$ cat src/assert_macros.svh
// Assertion macros shared by the generator RTL.
// Depends on a clock named clk and an active-high reset named rst in scope.
`ifndef ASSERT_MACROS_SVH
`define ASSERT_MACROS_SVH

// Antecedent implies consequent in the same cycle.
`define ASSERT_IMPL(lbl, ante, cons, msg) \
  lbl: assert property (@(posedge clk) disable iff (rst) (ante) |-> (cons)) else $error(msg);

// Antecedent implies consequent in the next cycle.
`define ASSERT_NEXT(lbl, ante, cons, msg) \
  lbl: assert property (@(posedge clk) disable iff (rst) (ante) |=> (cons)) else $error(msg);

`endif

$ cat src/mtg_pkg.sv
// Shared types, constants and helpers of the MT19937 generator.
// No dependencies; the interfaces, the core, the remainder unit and the top level import this package.
package mtg_pkg;

  localparam int WORD_W      = 32;
  localparam int STATE_WORDS = 624;
  localparam int SHIFT_M     = 397;
  localparam int ADDR_W      = $clog2(STATE_WORDS);
  localparam int IDX_W       = $clog2(STATE_WORDS + 2);
  localparam int DIV_CNT_W   = $clog2(WORD_W);

  typedef logic [WORD_W-1:0] word_t;
  typedef logic [ADDR_W-1:0] addr_t;
  typedef logic [IDX_W-1:0]  idx_t;

  localparam idx_t LAST_IDX     = idx_t'(STATE_WORDS - 1);
  localparam idx_t TWIST_IDX    = idx_t'(STATE_WORDS);
  localparam idx_t UNSEEDED_IDX = idx_t'(STATE_WORDS + 1);
  localparam idx_t FAR_OFS      = idx_t'(SHIFT_M);
  localparam idx_t WRAP_OFS     = idx_t'(STATE_WORDS - SHIFT_M);

  localparam logic [DIV_CNT_W-1:0] DIV_CNT_LAST = DIV_CNT_W'(WORD_W - 1);

  localparam word_t MATRIX_A   = 32'h9908_B0DF;
  localparam word_t FILL_MULT  = 32'h6C07_8965;
  localparam word_t TEMPER_B   = 32'h9D2C_5680;
  localparam word_t TEMPER_C   = 32'hEFC6_0000;
  localparam word_t UPPER_MASK = 32'h8000_0000;
  localparam word_t LOWER_MASK = 32'h7FFF_FFFF;
  localparam word_t SEED_RESET = 32'd5489;
  localparam word_t MIN_BOUND  = 32'd2;

  localparam logic OP_RAW     = 1'b0;
  localparam logic OP_UNIFORM = 1'b1;

  typedef enum logic [2:0] {
    CORE_IDLE,
    CORE_FILL_MUL,
    CORE_FILL_ADD,
    CORE_TW_PRE,
    CORE_TW_RD,
    CORE_TW_WR,
    CORE_RD,
    CORE_OUT
  } core_state_t;

  typedef enum logic [2:0] {
    CTL_IDLE,
    CTL_FLOOR,
    CTL_DRAW,
    CTL_WAIT,
    CTL_MOD,
    CTL_DONE
  } ctl_state_t;

  typedef struct packed {
    logic  draw;
    logic  reseed;
    word_t seed;
  } gen_ctl_t;

  typedef struct packed {
    logic  idle;
    logic  valid;
    word_t word;
  } word_rsp_t;

  typedef struct packed {
    logic  start;
    word_t dividend;
    word_t divisor;
  } div_req_t;

  typedef struct packed {
    logic  busy;
    logic  done;
    word_t rem;
  } div_rsp_t;

  function automatic word_t temper(word_t w);
    word_t r;
    r = w;
    r = r ^ (r >> 11);
    r = r ^ ((r << 7) & TEMPER_B);
    r = r ^ ((r << 15) & TEMPER_C);
    r = r ^ (r >> 18);
    return r;
  endfunction

endpackage

$ cat src/mtg_divider.sv
// Iterative restoring remainder unit, one quotient bit per cycle.
// Depends on mtg_pkg.
module mtg_divider import mtg_pkg::*; (
  input  logic     clk,
  input  logic     rst,
  input  div_req_t req,
  output div_rsp_t rsp
);

  logic                 busy;
  logic                 done;
  logic [DIV_CNT_W-1:0] cnt;
  word_t                rem;
  word_t                dvd;
  word_t                dsr;

  logic [WORD_W:0] trial;
  logic [WORD_W:0] diff;
  word_t           rem_next;

  always_comb begin
    trial    = {rem, dvd[WORD_W-1]};
    diff     = trial - {1'b0, dsr};
    rem_next = diff[WORD_W] ? trial[WORD_W-1:0] : diff[WORD_W-1:0];
  end

  always_ff @(posedge clk) begin
    if (rst) begin
      busy <= 1'b0;
      done <= 1'b0;
      cnt  <= '0;
    end else begin
      done <= 1'b0;
      if (req.start) begin
        busy <= 1'b1;
        cnt  <= '0;
      end else if (busy) begin
        cnt <= cnt + 1'b1;
        if (cnt == DIV_CNT_LAST) begin
          busy <= 1'b0;
          done <= 1'b1;
        end
      end
    end
  end

  always_ff @(posedge clk) begin
    if (req.start) begin
      rem <= '0;
      dvd <= req.dividend;
      dsr <= req.divisor;
    end else if (busy) begin
      rem <= rem_next;
      dvd <= dvd << 1;
    end
  end

  assign rsp = '{busy: busy, done: done, rem: rem};

endmodule

$ cat config.mk
export PLATFORM = sky130hd
export DESIGN_NAME = mtg_divider
export DESIGN_NICKNAME = d
export VERILOG_FILES = /design/src/assert_macros.svh /design/src/mtg_pkg.sv /design/src/mtg_divider.sv
export SDC_FILE = /design/constraint.sdc
export NUM_CORES = 1
export LEC_CHECK = 0
export BUFFER_PORTS_ARGS = -buffer_cell sky130_fd_sc_hd__buf_2
export CORE_MARGIN = 2
export CORE_UTILIZATION = 55
export DETAILED_ROUTE_END_ITERATION = 8
export PLACE_DENSITY = 0.78
export SYNTH_ARGS = -nofsm -noshare
export SYNTH_HDL_FRONTEND = slang
export SYNTH_SLANG_ARGS = --single-unit
$ cat constraint.sdc
create_clock -name clk -period 5 [get_ports clk]
set_clock_uncertainty 0.15 [all_clocks]
set_input_delay 0.25 -clock clk [delete_from_list [all_inputs] [get_ports clk]]
set_output_delay 0.25 -clock clk [all_outputs]
set_load 0.1 [all_outputs]
; ---- Word-level counts from Yosys, hierarchy flattened
; Cells that the tools add are included.
[classes]
add_sub_neg = 2
n_eq_ne = 1
mux = 7
n_bitwise = 1
n_reduce_logical = 3
[op_table]
columns = operator, n
row1 = two-way mux 32 bit, 3
row2 = subtractor 33 x 32 -> 33 bit, 1
row3 = adder 5 x 1 -> 5 bit (second input constant), 1
row4 = equality test 5 bit (second input constant), 1
row5 = two-way mux 1 bit, 4
row6 = OR reduction 3 bit, 1
row7 = nonzero test 2 bit, 1
row8 = OR reduction 2 bit, 1
row9 = NOT 1 bit, 1
[word_totals]
regBits = 103
inputBits = 67
wordCells = 20

; ---- Logic depth before layout (Yosys ltp)
; Gate-level depths: netlist of the first run.
[logic_depth]
ltp_word = 4
depth_mapped = 13
ltp_nobuf = 12

; ---- Least setup slack after synthesis of the first run
; Ideal clock, no wire load.
[synth_path]
path_kind = reg-to-reg
from = register rem[5]
to = register rem[30]
setup_time_ns = 0.091
arrival_ns = 3.563
required_ns = 4.759
slack_ns = 1.196
path_stages_with_launch = 12
path_buffers = 1
path_cell_list = dfxtp_1 ha_1 o21a_1 o211ai_1 a211oi_1 or3_4 a311oi_4 o21ai_4 xnor2_4 buf_2 nand2_1 a311oi_1
[synth_via]
elab_chain_cells = 2
[synth_rtl]
columns = item, line
row1 = from (decl), mtg_divider.sv:13  ; word_t rem;
row2 = from (signal assigned), mtg_divider.sv:53  ; rem <= rem_next;
row3 = subtractor 33 x 32 -> 33 bit, mtg_divider.sv:23  ; diff = trial - {1'b0, dsr};
row4 = two-way mux 32 bit, mtg_divider.sv:24  ; rem_next = diff[WORD_W] ? trial[WORD_W-1:0] : diff[WORD_W-1:0];
; No other way between the ends.
; A chain may end at the register's enable or synchronous reset.

; ---- Final worst setup path of the first run
[layout_path]
from = register dvd[31]
to = register rem[29]
[layout_via]
elab_chain_cells = 2
[layout_rtl]
columns = item, line
row1 = from (decl), mtg_divider.sv:14  ; word_t dvd;
row2 = from (signal assigned), mtg_divider.sv:50  ; dvd <= req.dividend;
row3 = from (signal assigned), mtg_divider.sv:54  ; dvd <= dvd << 1;
row4 = subtractor 33 x 32 -> 33 bit, mtg_divider.sv:23
row5 = two-way mux 32 bit, mtg_divider.sv:24
; No other way between the ends.

==> out/metrics.yaml, run 1 <==
timing:
  finalSetupViolCount: 0
  tightest_slew_ns: 1.17
  setup_slack_ns: 1.26
  timing.fmax_mhz: 268
  hold_viol: 0
  period_share_pct: 74.7
  slew_viol_final: 0
  hold_ws_ns: 0.0248
  layout_min_cycle_time_ns: 3.74
  rsz0062_at_grt: "false"
  fin_tns_setup_ns: 0
  relSlewSlack_pct: 22.2
clocking:
  post_cts_resized: 0
  ctsRootBufferMaster: "clkbuf_8"
  clock_latency_ns: 0.39
  postCtsSetupRepairBufs: 0
  clk_path_buf_depth: 2
  htreeDepth: 3
  cts_buffers: 9
  cts.clk_slew.worst_paths_ns: 0.11
  ctsHoldBuffers: 59
  clkSinkCount: 103
  cts_tree: "yes"
critical_path:
  required_ns: 5.15
  slowest_delay_ns: 0.67
  path_max_fanout: 28
  cp_num_buf_inv: 1
  slowest_stage: "xnor2_4"
  cp_top_family: "compound AO/OA/AOI/OAI gates"
  worstPathArrival_ns: 3.89
  worstPathCellList: "inv_1 > ha_1 > fa_1 > nand2b_1 > a21o_1 > a211oi_1 > or3_4 > a311oi_4 > o21ai_4 > xnor2_4 > o21ai_0 > a311oi_1"
  setup.worst_path.start_class: "flop"
  critPathKind: "reg2reg"
  end_kind: "flop"
final_layout:
  n_antenna_cell: 0
  drive_gt1_share_pct: 21.2
  area_growth_pct: 22.1
  fillCellCount: 833
  nets: 843
  final_util_pct: 68.1
place:
  dpl.hpwl_um: 9270
  post-place-ws_ns: 1.30
  gp_congestion: 0.909
  portBuffers: 100
drt:
  drt_iter0_drc: 282
  via_count: 4965
  dr.pass1.iters: 5
  antenna_left: 0
  routedWlPerCell_um: 15.8
  vias_per_cell: 5.60
  routed_wl_um: 14000
  drcViolationCount: 0
logic_synthesis:
  syn_inst: 599
  synth_fa_ha_area_share_pct: 7.46
  synth_top_family_by_area: "compound AO/OA/AOI/OAI gates"
  synth_compound_area_share_pct: 16.0
  synthArstFlopShare_pct: 0
  yosysUniqueCellTypes: 56
  yosys.area_share.simple_pct: 14.7
  avgSynthCellArea_um2: 9.96
  ys_ff_latch: 103
  ys.warnings.count: 0
  synth_mux_area_share_pct: 6.86
  ys_seq_area_share_pct: 45.3
  synthesis.nets: 701
  synth_edf_count: 64
  synth_xor_area_share_pct: 4.74
  netlist_area_um2: 5970
  synth_flop_cell: "edfxtp_1"
grt:
  grt_antenna_before_repair: 0
  track_usage_pct: 25.2
  first_global_vias: 4945
  grt_first_pass_wirelength_um: 23100
  grt_overflow: 0
  grt_max_degree: 69
floorplan:
  die_w_um: 108
  initial_core_util_pct: 55.8
  fp.dieH_um: 108
  pin_count: 101
  row_count: 38
  die_area_um2: 11700
  core_um2: 10700
job:
  cap_violations: 0
power_and_ir_drop:
  p_leak_nw: 3.16
  power_density_nw_per_um2: 317
  ir_drop_mv: 0.350
run_status:
  outcome: "completed"
min_path:
  hold_path.class: "in2reg"
[layout make-up]
cell class	count	area [µm²]	share of cell area, %
tap	140	175	2.40
sequential	103	2700	37.1
multi-input combinational	424	2970	40.7
inverter	41	154	2.11
clock buffer	10	128	1.75
clock inverter	6	43.8	0.601
timing repair buffer	162	1120	15.3
[kinds of logic (layout without fill, tap and decap cells)]
kind of cell             after synthesis  count (layout)
buffers and inverters                 72             219
flip-flops                           103             103
AO/OA/AOI/OAI                        132             132
AND/OR/NAND/NOR                      192             192
multiplexers                          37              37
adder cells (fa/ha/maj)               35              35
XOR/XNOR                              28              28
[power breakdown]
group | total (mW) | switching (mW) | internal, mW | leakage, nW
Sequential | 1.03 | 0.0433 | 0.985 | 0.956
Clock | 0.494 | 0.309 | 0.185 | 0.0891
Combinational | 0.786 | 0.512 | 0.274 | 2.11
[path summary, 6_finish.rpt]
path / startpoint / slack (ns) / end / cells after the start
worst max-delay path: dvd[31] / 1.26 / rem[29] / 12
worst min register to register: rem[17] / 0.37 / rem[18] / 2
worst max register to register: dvd[31] / 1.26 / rem[29] / 12
worst min-delay path: req[62] / 0.02 / dvd[30] / 2
[stage by stage]
step           power (mW)  cell area, µm²  cells
6_report             2.31            7290    886
5_1_grt              2.43            7290    886
4_1_cts              2.31            7290    886
3_3_place_gp         1.77            6530    811
2_1_floorplan        1.64            5970    599
3_5_place_dp         1.79            6530    811
[sequential cells by signal, summed over array words and instances (netlist names)]
register	cells
dsr	32
dvd	32
rem	32
cnt	5
busy	1
done	1
[cell usage in the layout (no fill, tap or decap), drive strengths merged, types with 28 or more instances in the layout]
master | synthesis | final
buf | 8 | 103
dfxtp | 39 | 39
ha | 34 | 34
nor2 | 55 | 55
edfxtp | 64 | 64
dlygate4sd3 | 0 | 59
nand2 | 72 | 72
inv | 41 | 44
a311oi | 29 | 29
mux2 | 31 | 31
a21oi | 28 | 28
[per-layer routing]
metal  GRT usage (%)  up-vias  part of all wire (%)
met4            9.16        0                   2.1
met5               0        -                     0
met2            43.7      167                    50
li1                -     2447                     -
met3            7.29       16                   6.1
met1            29.7     2335                    42
[Yosys cell counts, drive strengths merged (18+ instances only)]
cell / count / area, µm²
edfxtp: 64 / 1920
inv: 41 / 154
mux2: 31 / 349
ha: 34 / 425
a21oi: 28 / 140
nor2: 55 / 206
a311oi: 29 / 272
nand2: 72 / 270
dfxtp: 39 / 781
clkbuf: 23 / 86.3
a21o: 19 / 143
o21ai: 18 / 101
Power figures use the tool's default switching activity.
==> run 2: changes to the inputs <==
==> constraint.sdc (replaced) <==
create_clock -name clk -period 3.8 [get_ports clk]
set_clock_uncertainty 0.15 [all_clocks]
set_input_delay 0.19 -clock clk [delete_from_list [all_inputs] [get_ports clk]]
set_output_delay 0.19 -clock clk [all_outputs]
set_load 0.1 [all_outputs]
==> run 2 against run 1 <==
Via count increased by 0.62%. Fmax increased by 5.2%. Wire length decreased by 1.1%. First-iteration DRC count increased by 6.0%. Combinational power is 35% higher. Largest power group unchanged. Highest routed layer unchanged.
==> out/metrics.yaml, run 2 (synthesis results as in run 1) <==
run_status:
  outcome: "completed"
job:
  cap_violations: 0  # unchanged
floorplan:
  fp.dieH_um: 108  # unchanged
  initial_core_util_pct: 55.8  # unchanged
  die_area_um2: 11700  # unchanged
  pin_count: 101  # unchanged
  row_count: 38  # unchanged
  core_um2: 10700  # unchanged
  die_w_um: 108  # unchanged
clocking:
  cts_tree: "yes"
  clock_latency_ns: 0.40  # about the same
  ctsRootBufferMaster: "clkbuf_8"
  clk_path_buf_depth: 2  # unchanged
  clkSinkCount: 103  # unchanged
  htreeDepth: 3  # unchanged
  post_cts_resized: 0  # unchanged
  cts_buffers: 9  # unchanged
  cts.clk_slew.worst_paths_ns: 0.11  # about the same
final_layout:
  drive_gt1_share_pct: 22.5  # +1.3 points
  final_cell_mix: "99 x buf_2, 72 x nand2_1, 65 x dlygate4sd3_1, 64 x edfxtp_1, 55 x nor2_1"
  area_growth_pct: 25.1
  n_antenna_cell: 0  # unchanged
  final_cell_count_no_fill: 900  # +1.6%
  biggestRegsByFlops: "dsr: 32 flops, dvd: 32 flops, rem: 32 flops"
  final_area_um2: 7460  # +2.4%
  nets: 857  # +1.7%
  final_common_cell: "buf_2"
critical_path:
  slowest_stage: "a311oi_4"
  worstPathArrival_ns: 3.71  # -0.18 ns
  path_max_fanout: 11  # -61%
  reg2reg_from: "dvd[31]"
  required_ns: 3.96  # -1.19 ns
  critPathKind: "reg2reg"
  setup.worst_path.start_class: "flop"
  reg2reg_slack_ns: 0.25  # -1.01 ns
  rr_endpoint: "rem[9]"
  rr_worst_depth: 14  # +2
  slowest_delay_ns: 0.44  # -0.23 ns
  end_kind: "flop"
  worstPathCellList: "inv_1 > ha_1 > fa_1 > nand2b_1 > a21o_1 > a211oi_1 > or3_4 > a311oi_4 > o21ai_4 > xnor2_4 > buf_12 > buf_4 > nand2_1 > a311oi_1"
min_path:
  min_path_cells: 1  # -1
  worstHoldEndpoint: "dsr[6]"
  min-delay-start: "req[64]"
  hold_path.class: "in2reg"
power_and_ir_drop:
  power_density_nw_per_um2: 426  # +34%
  ir_drop_mv: 0.357  # +2.0%
  p_leak_nw: 3.25  # +2.8%
  finalPower_mw: 3.18  # +38%
place:
  placed_area_um2: 6570  # +0.63%
  portBuffers: 100  # unchanged
  dpl.hpwl_um: 9320  # +0.47%
  placed_cells: 816  # +0.62%
  gp_congestion: 0.906  # -0.30%
grt:
  first_global_vias: 4842  # -2.1%
  grt_max_degree: 42  # -39%
  grt_overflow: 0  # unchanged
  grt_first_pass_wirelength_um: 22800  # -1.3%
  track_usage_pct: 24.8  # -0.42 points
  grt_antenna_before_repair: 0  # unchanged
drt:
  routedWlPerCell_um: 15.4  # -2.7%
  antenna_left: 0  # unchanged
  via_count: 4996  # +0.62%
  routed_wl_um: 13800  # -1.1%
  vias_per_cell: 5.55  # -0.94%
  drt_iter0_drc: 299  # +6.0%
  dr.pass1.iters: 5  # unchanged
  drcViolationCount: 0  # unchanged
timing:
  hold_ws_ns: 0.0890  # +0.0642 ns
  tightest_slew_ns: 1.17  # +0.00136 ns
  timing.fmax_mhz: 282  # +5.2%
  finalSetupViolCount: 0  # unchanged
  period_share_pct: 93.5  # +19 points
  layout_min_cycle_time_ns: 3.55  # -0.185 ns
  relSlewSlack_pct: 22.1  # -0.091 points
  slew_viol_final: 0  # unchanged
  hold_viol: 0  # unchanged
run 2: per-stage QoR:
stage	util (%)	worst slack (ns)	TNS, ns
floorplan	-	0.0363	0
detailed placement	61.4	0.190	0
global route	69.8	-0.00421	-0.00421
finish	69.8	0.248	0
CTS	69.4	0.142	0
global placement	61.4	0.291	0
run 2: power breakdown:
| group | total [mW] | internal [mW] | switching (mW) | leakage [nW] |
|---|---|---|---|---|
| registers | 1.36 | 1.30 | 0.0635 | 0.957 |
| logic | 1.06 | 0.388 | 0.672 | 2.18 |
| clock network | 0.758 | 0.321 | 0.437 | 0.110 |
| total | 3.18 | 2.01 | 1.17 | 3.25 |
run 2: worst max-delay path by stage:
stage,from,cells past startpoint,end
finish,dvd[31],14,rem[9]
CTS,dvd[31],13,rem[23]
global placement,dvd[31],13,rem[12]
global route,dvd[31],13,rem[13]
detailed placement,dvd[31],13,rem[13]
floorplan,rem[10],11,rem[30]
run 2: area by class of cell:
type	count	area [µm²]
fill	821	3230
multi-input combinational	424	2970
sequential	103	2710
timing repair buffer	176	1250
tap	140	175
inverter	41	154
clock buffer	9	124
clock inverter	7	86.3
run 2: layer usage:
| metal | vias up | wire [µm] | global-route usage, % |
|---|---|---|---|
| li1 | 2478 | - | - |
| met1 | 2359 | 5750 | 29.7 |
| met2 | 139 | 7030 | 43.4 |
| met3 | 20 | 819 | 7.11 |
| met4 | 0 | 227 | 7.14 |
| met5 | - | 0 | 0 |
run 2: repair_timing:
item,in CTS,in global routing
endpoints found under the setup margin,0,15
buffers inserted,0,3
hold buffers,65,0
endpoints found under the hold margin,70,0
run 2: critical path: cells and delay by family (launching register included):
kind | cells | cell delay (ns)
compound gates | 5 | 1.19
xor+xnor | 1 | 0.32
fa+ha+maj | 2 | 0.37
buf+inv | 3 | 0.38
flops | 1 | 0.41
simple gates | 3 | 0.63
==> run 3: changes to the inputs <==
--- a/config.mk
+++ b/config.mk
@@ -10,6 +10,7 @@
 export CORE_UTILIZATION = 55
 export DETAILED_ROUTE_END_ITERATION = 8
 export PLACE_DENSITY = 0.78
+export REMOVE_ABC_BUFFERS = 1
 export SYNTH_ARGS = -nofsm -noshare
 export SYNTH_HDL_FRONTEND = slang
 export SYNTH_SLANG_ARGS = --single-unit
==> run 3 against run 2 <==
Utilization down 0.23 points. Critical path depth down 3. Clock-buffer cell count unchanged. Highest routed layer unchanged. Wire length up 5.0%. Register-to-register slack worse by 0.03 ns. Global-route usage up 0.61 points. Final cell count down 0.11%. Cell area down 0.34%. Power down 2.3%. Via count up 1.5%. First-iteration DRC count down 25%. Largest power group unchanged. Setup slack worse by 0.028 ns. Critical endpoint is now rem[4].
==> out/metrics.yaml, run 3 (synthesis results as in run 1) <==
drt:
  drcViolationCount: 0  # unchanged
  routedWlPerCell_um: 16.2  # +5.1%
  antenna_left: 0  # unchanged
  drt_iter0_drc: 225  # -25%
  vias_per_cell: 5.64  # +1.6%
  via_count: 5069  # +1.5%
  dr.pass1.iters: 5  # unchanged
  routed_wl_um: 14500  # +5.0%
job:
  cap_violations: 0  # unchanged
power_and_ir_drop:
  p_leak_nw: 3.23  # -0.43%
  ir_drop_mv: 0.382  # +7.2%
  power_density_nw_per_um2: 418  # -1.9%
  finalPower_mw: 3.11  # -2.3%
timing:
  finalSetupViolCount: 0  # unchanged
  layout_min_cycle_time_ns: 3.58  # +0.0276 ns
  timing.fmax_mhz: 279  # -0.77%
  hold_viol: 0  # unchanged
  rsz0062_at_grt: "false"
  fin_tns_setup_ns: 0  # unchanged
  slew_viol_final: 0  # unchanged
  relSlewSlack_pct: 59.4  # +37 points
  period_share_pct: 94.2  # +0.73 points
  tightest_slew_ns: 0.609  # -0.558 ns
clocking:
  cts.clk_slew.worst_paths_ns: 0.11  # about the same
  clock_latency_ns: 0.39  # about the same
  htreeDepth: 3  # unchanged
  ctsRootBufferMaster: "clkbuf_8"
  cts_buffers: 9  # unchanged
  clkSinkCount: 103  # unchanged
  cts_tree: "yes"
  clk_path_buf_depth: 2  # unchanged
grt:
  grt_overflow: 0  # unchanged
  grt_antenna_before_repair: 0  # unchanged
  grt_max_degree: 52  # +24%
  track_usage_pct: 25.4  # +0.61 points
  grt_first_pass_wirelength_um: 23500  # +3.1%
  first_global_vias: 5007  # +3.4%
critical_path:
  required_ns: 3.94  # -0.02 ns
  path_max_fanout: 14  # +3
  worstPathArrival_ns: 3.72  # about the same
  slowest_delay_ns: 0.47  # +0.03 ns
  worstPathCellList: "inv_1 > ha_1 > a21oi_1 > nor3b_2 > a211oi_1 > or3_4 > a311oi_4 > o21ai_4 > xnor2_4 > nand2_1 > a311oi_1"
  slowest_stage: "xnor2_4"
  end_kind: "flop"
  critPathKind: "reg2reg"
  rr_worst_depth: 11  # -3
  setup.worst_path.start_class: "flop"
final_layout:
  final_cell_mix: "99 x buf_2, 72 x nand2_1, 65 x dlygate4sd3_1, 64 x edfxtp_1, 55 x nor2_1"
  biggestRegsByFlops: "dsr: 32 flops, dvd: 32 flops, rem: 32 flops"
  area_growth_pct: 24.6
  n_antenna_cell: 0  # unchanged
  final_util_pct: 69.5  # -0.23 points
  drive_gt1_share_pct: 22.0  # -0.50 points
  final_common_cell: "buf_2"
  nets: 856  # -0.12%
place:
  portBuffers: 100  # unchanged
  dpl.hpwl_um: 9140  # -1.9%
  gp_congestion: 0.929  # +2.5%
floorplan:
  die_w_um: 108  # unchanged
  pin_count: 101  # unchanged
  die_area_um2: 11700  # unchanged
  initial_core_util_pct: 55.8  # unchanged
  core_um2: 10700  # unchanged
  row_count: 38  # unchanged
  fp.dieH_um: 108  # unchanged
run_status:
  outcome: "completed"
min_path:
  hold_path.class: "in2reg"
  min_path_cells: 1  # unchanged
run 3: cell types whose count changed in the layout (fill, tap and decap cells not counted), sizes merged:
cell    before  now
bufinv       1    0
xnor2       16   17
inv         45   46
buf        111  109
run 3: worst paths after layout:
path	start	endpoint	slack, ns
worst max-delay path	dsr[5]	rem[4]	0.22
worst min-delay path	req[64]	dsr[27]	0.19
worst max register to register	dsr[5]	rem[4]	0.22
worst min register to register	cnt[4]	cnt[4]	0.37
run 3: power by group:
part / switching, mW / leakage, nW / total (mW) / internal, mW
logic: 0.688 / 2.18 / 1.07 / 0.380
clock network: 0.424 / 0.0997 / 0.679 / 0.255
registers: 0.0629 / 0.956 / 1.36 / 1.30
total: 1.18 / 3.23 / 3.11 / 1.93
run 3: per-layer routing:
metal  vias to the layer above  wire (µm)  GRT usage, %
met3                        18        806          5.85
met4                         0        277          7.69
li1                       2481          -             -
met2                       149       7200          45.0
met1                      2421       6240          30.7
met5                         -          0             0
run 3: critical path: cells and delay by family, from the launching register on:
| family | cells | cell delay, ns |
|---|---|---|
| AOI/OAI and AO/OA | 5 | 1.31 |
| buffers and inverters | 1 | 0.07 |
| and+or+nand+nor | 3 | 0.82 |
| xor gates and xnor gates | 1 | 0.47 |
| DFF | 1 | 0.39 |
| adders and majority gates | 1 | 0.27 |
run 3: area by class of cell:
cell class,instances,area [µm²]
multi-input combinational,425,3000
clock buffer,9,124
tap,140,175
fill,781,3260
clock inverter,7,61.3
timing repair buffer,174,1220
sequential,103,2700
inverter,41,154
run 3: metrics by stage:
stage	setup WS, ns	cell area (µm²)	instances	hold WS, ns
finish	0.221	7440	899	0.189
global route	0.0254	7440	899	0.184
CTS	0.0654	7400	897	0.159
detailed placement	0.0857	6560	816	0.218
global placement	0.198	6560	816	0.216
floorplan	-0.315	5820	568	0.112
run 3: repair_timing:
item	4_1_cts	5_1_grt
hold buffers	65	0
buffers inserted	0	1
setup endpoints to repair	0	25
resized for setup	0	2
endpoints found under the hold margin	66	0
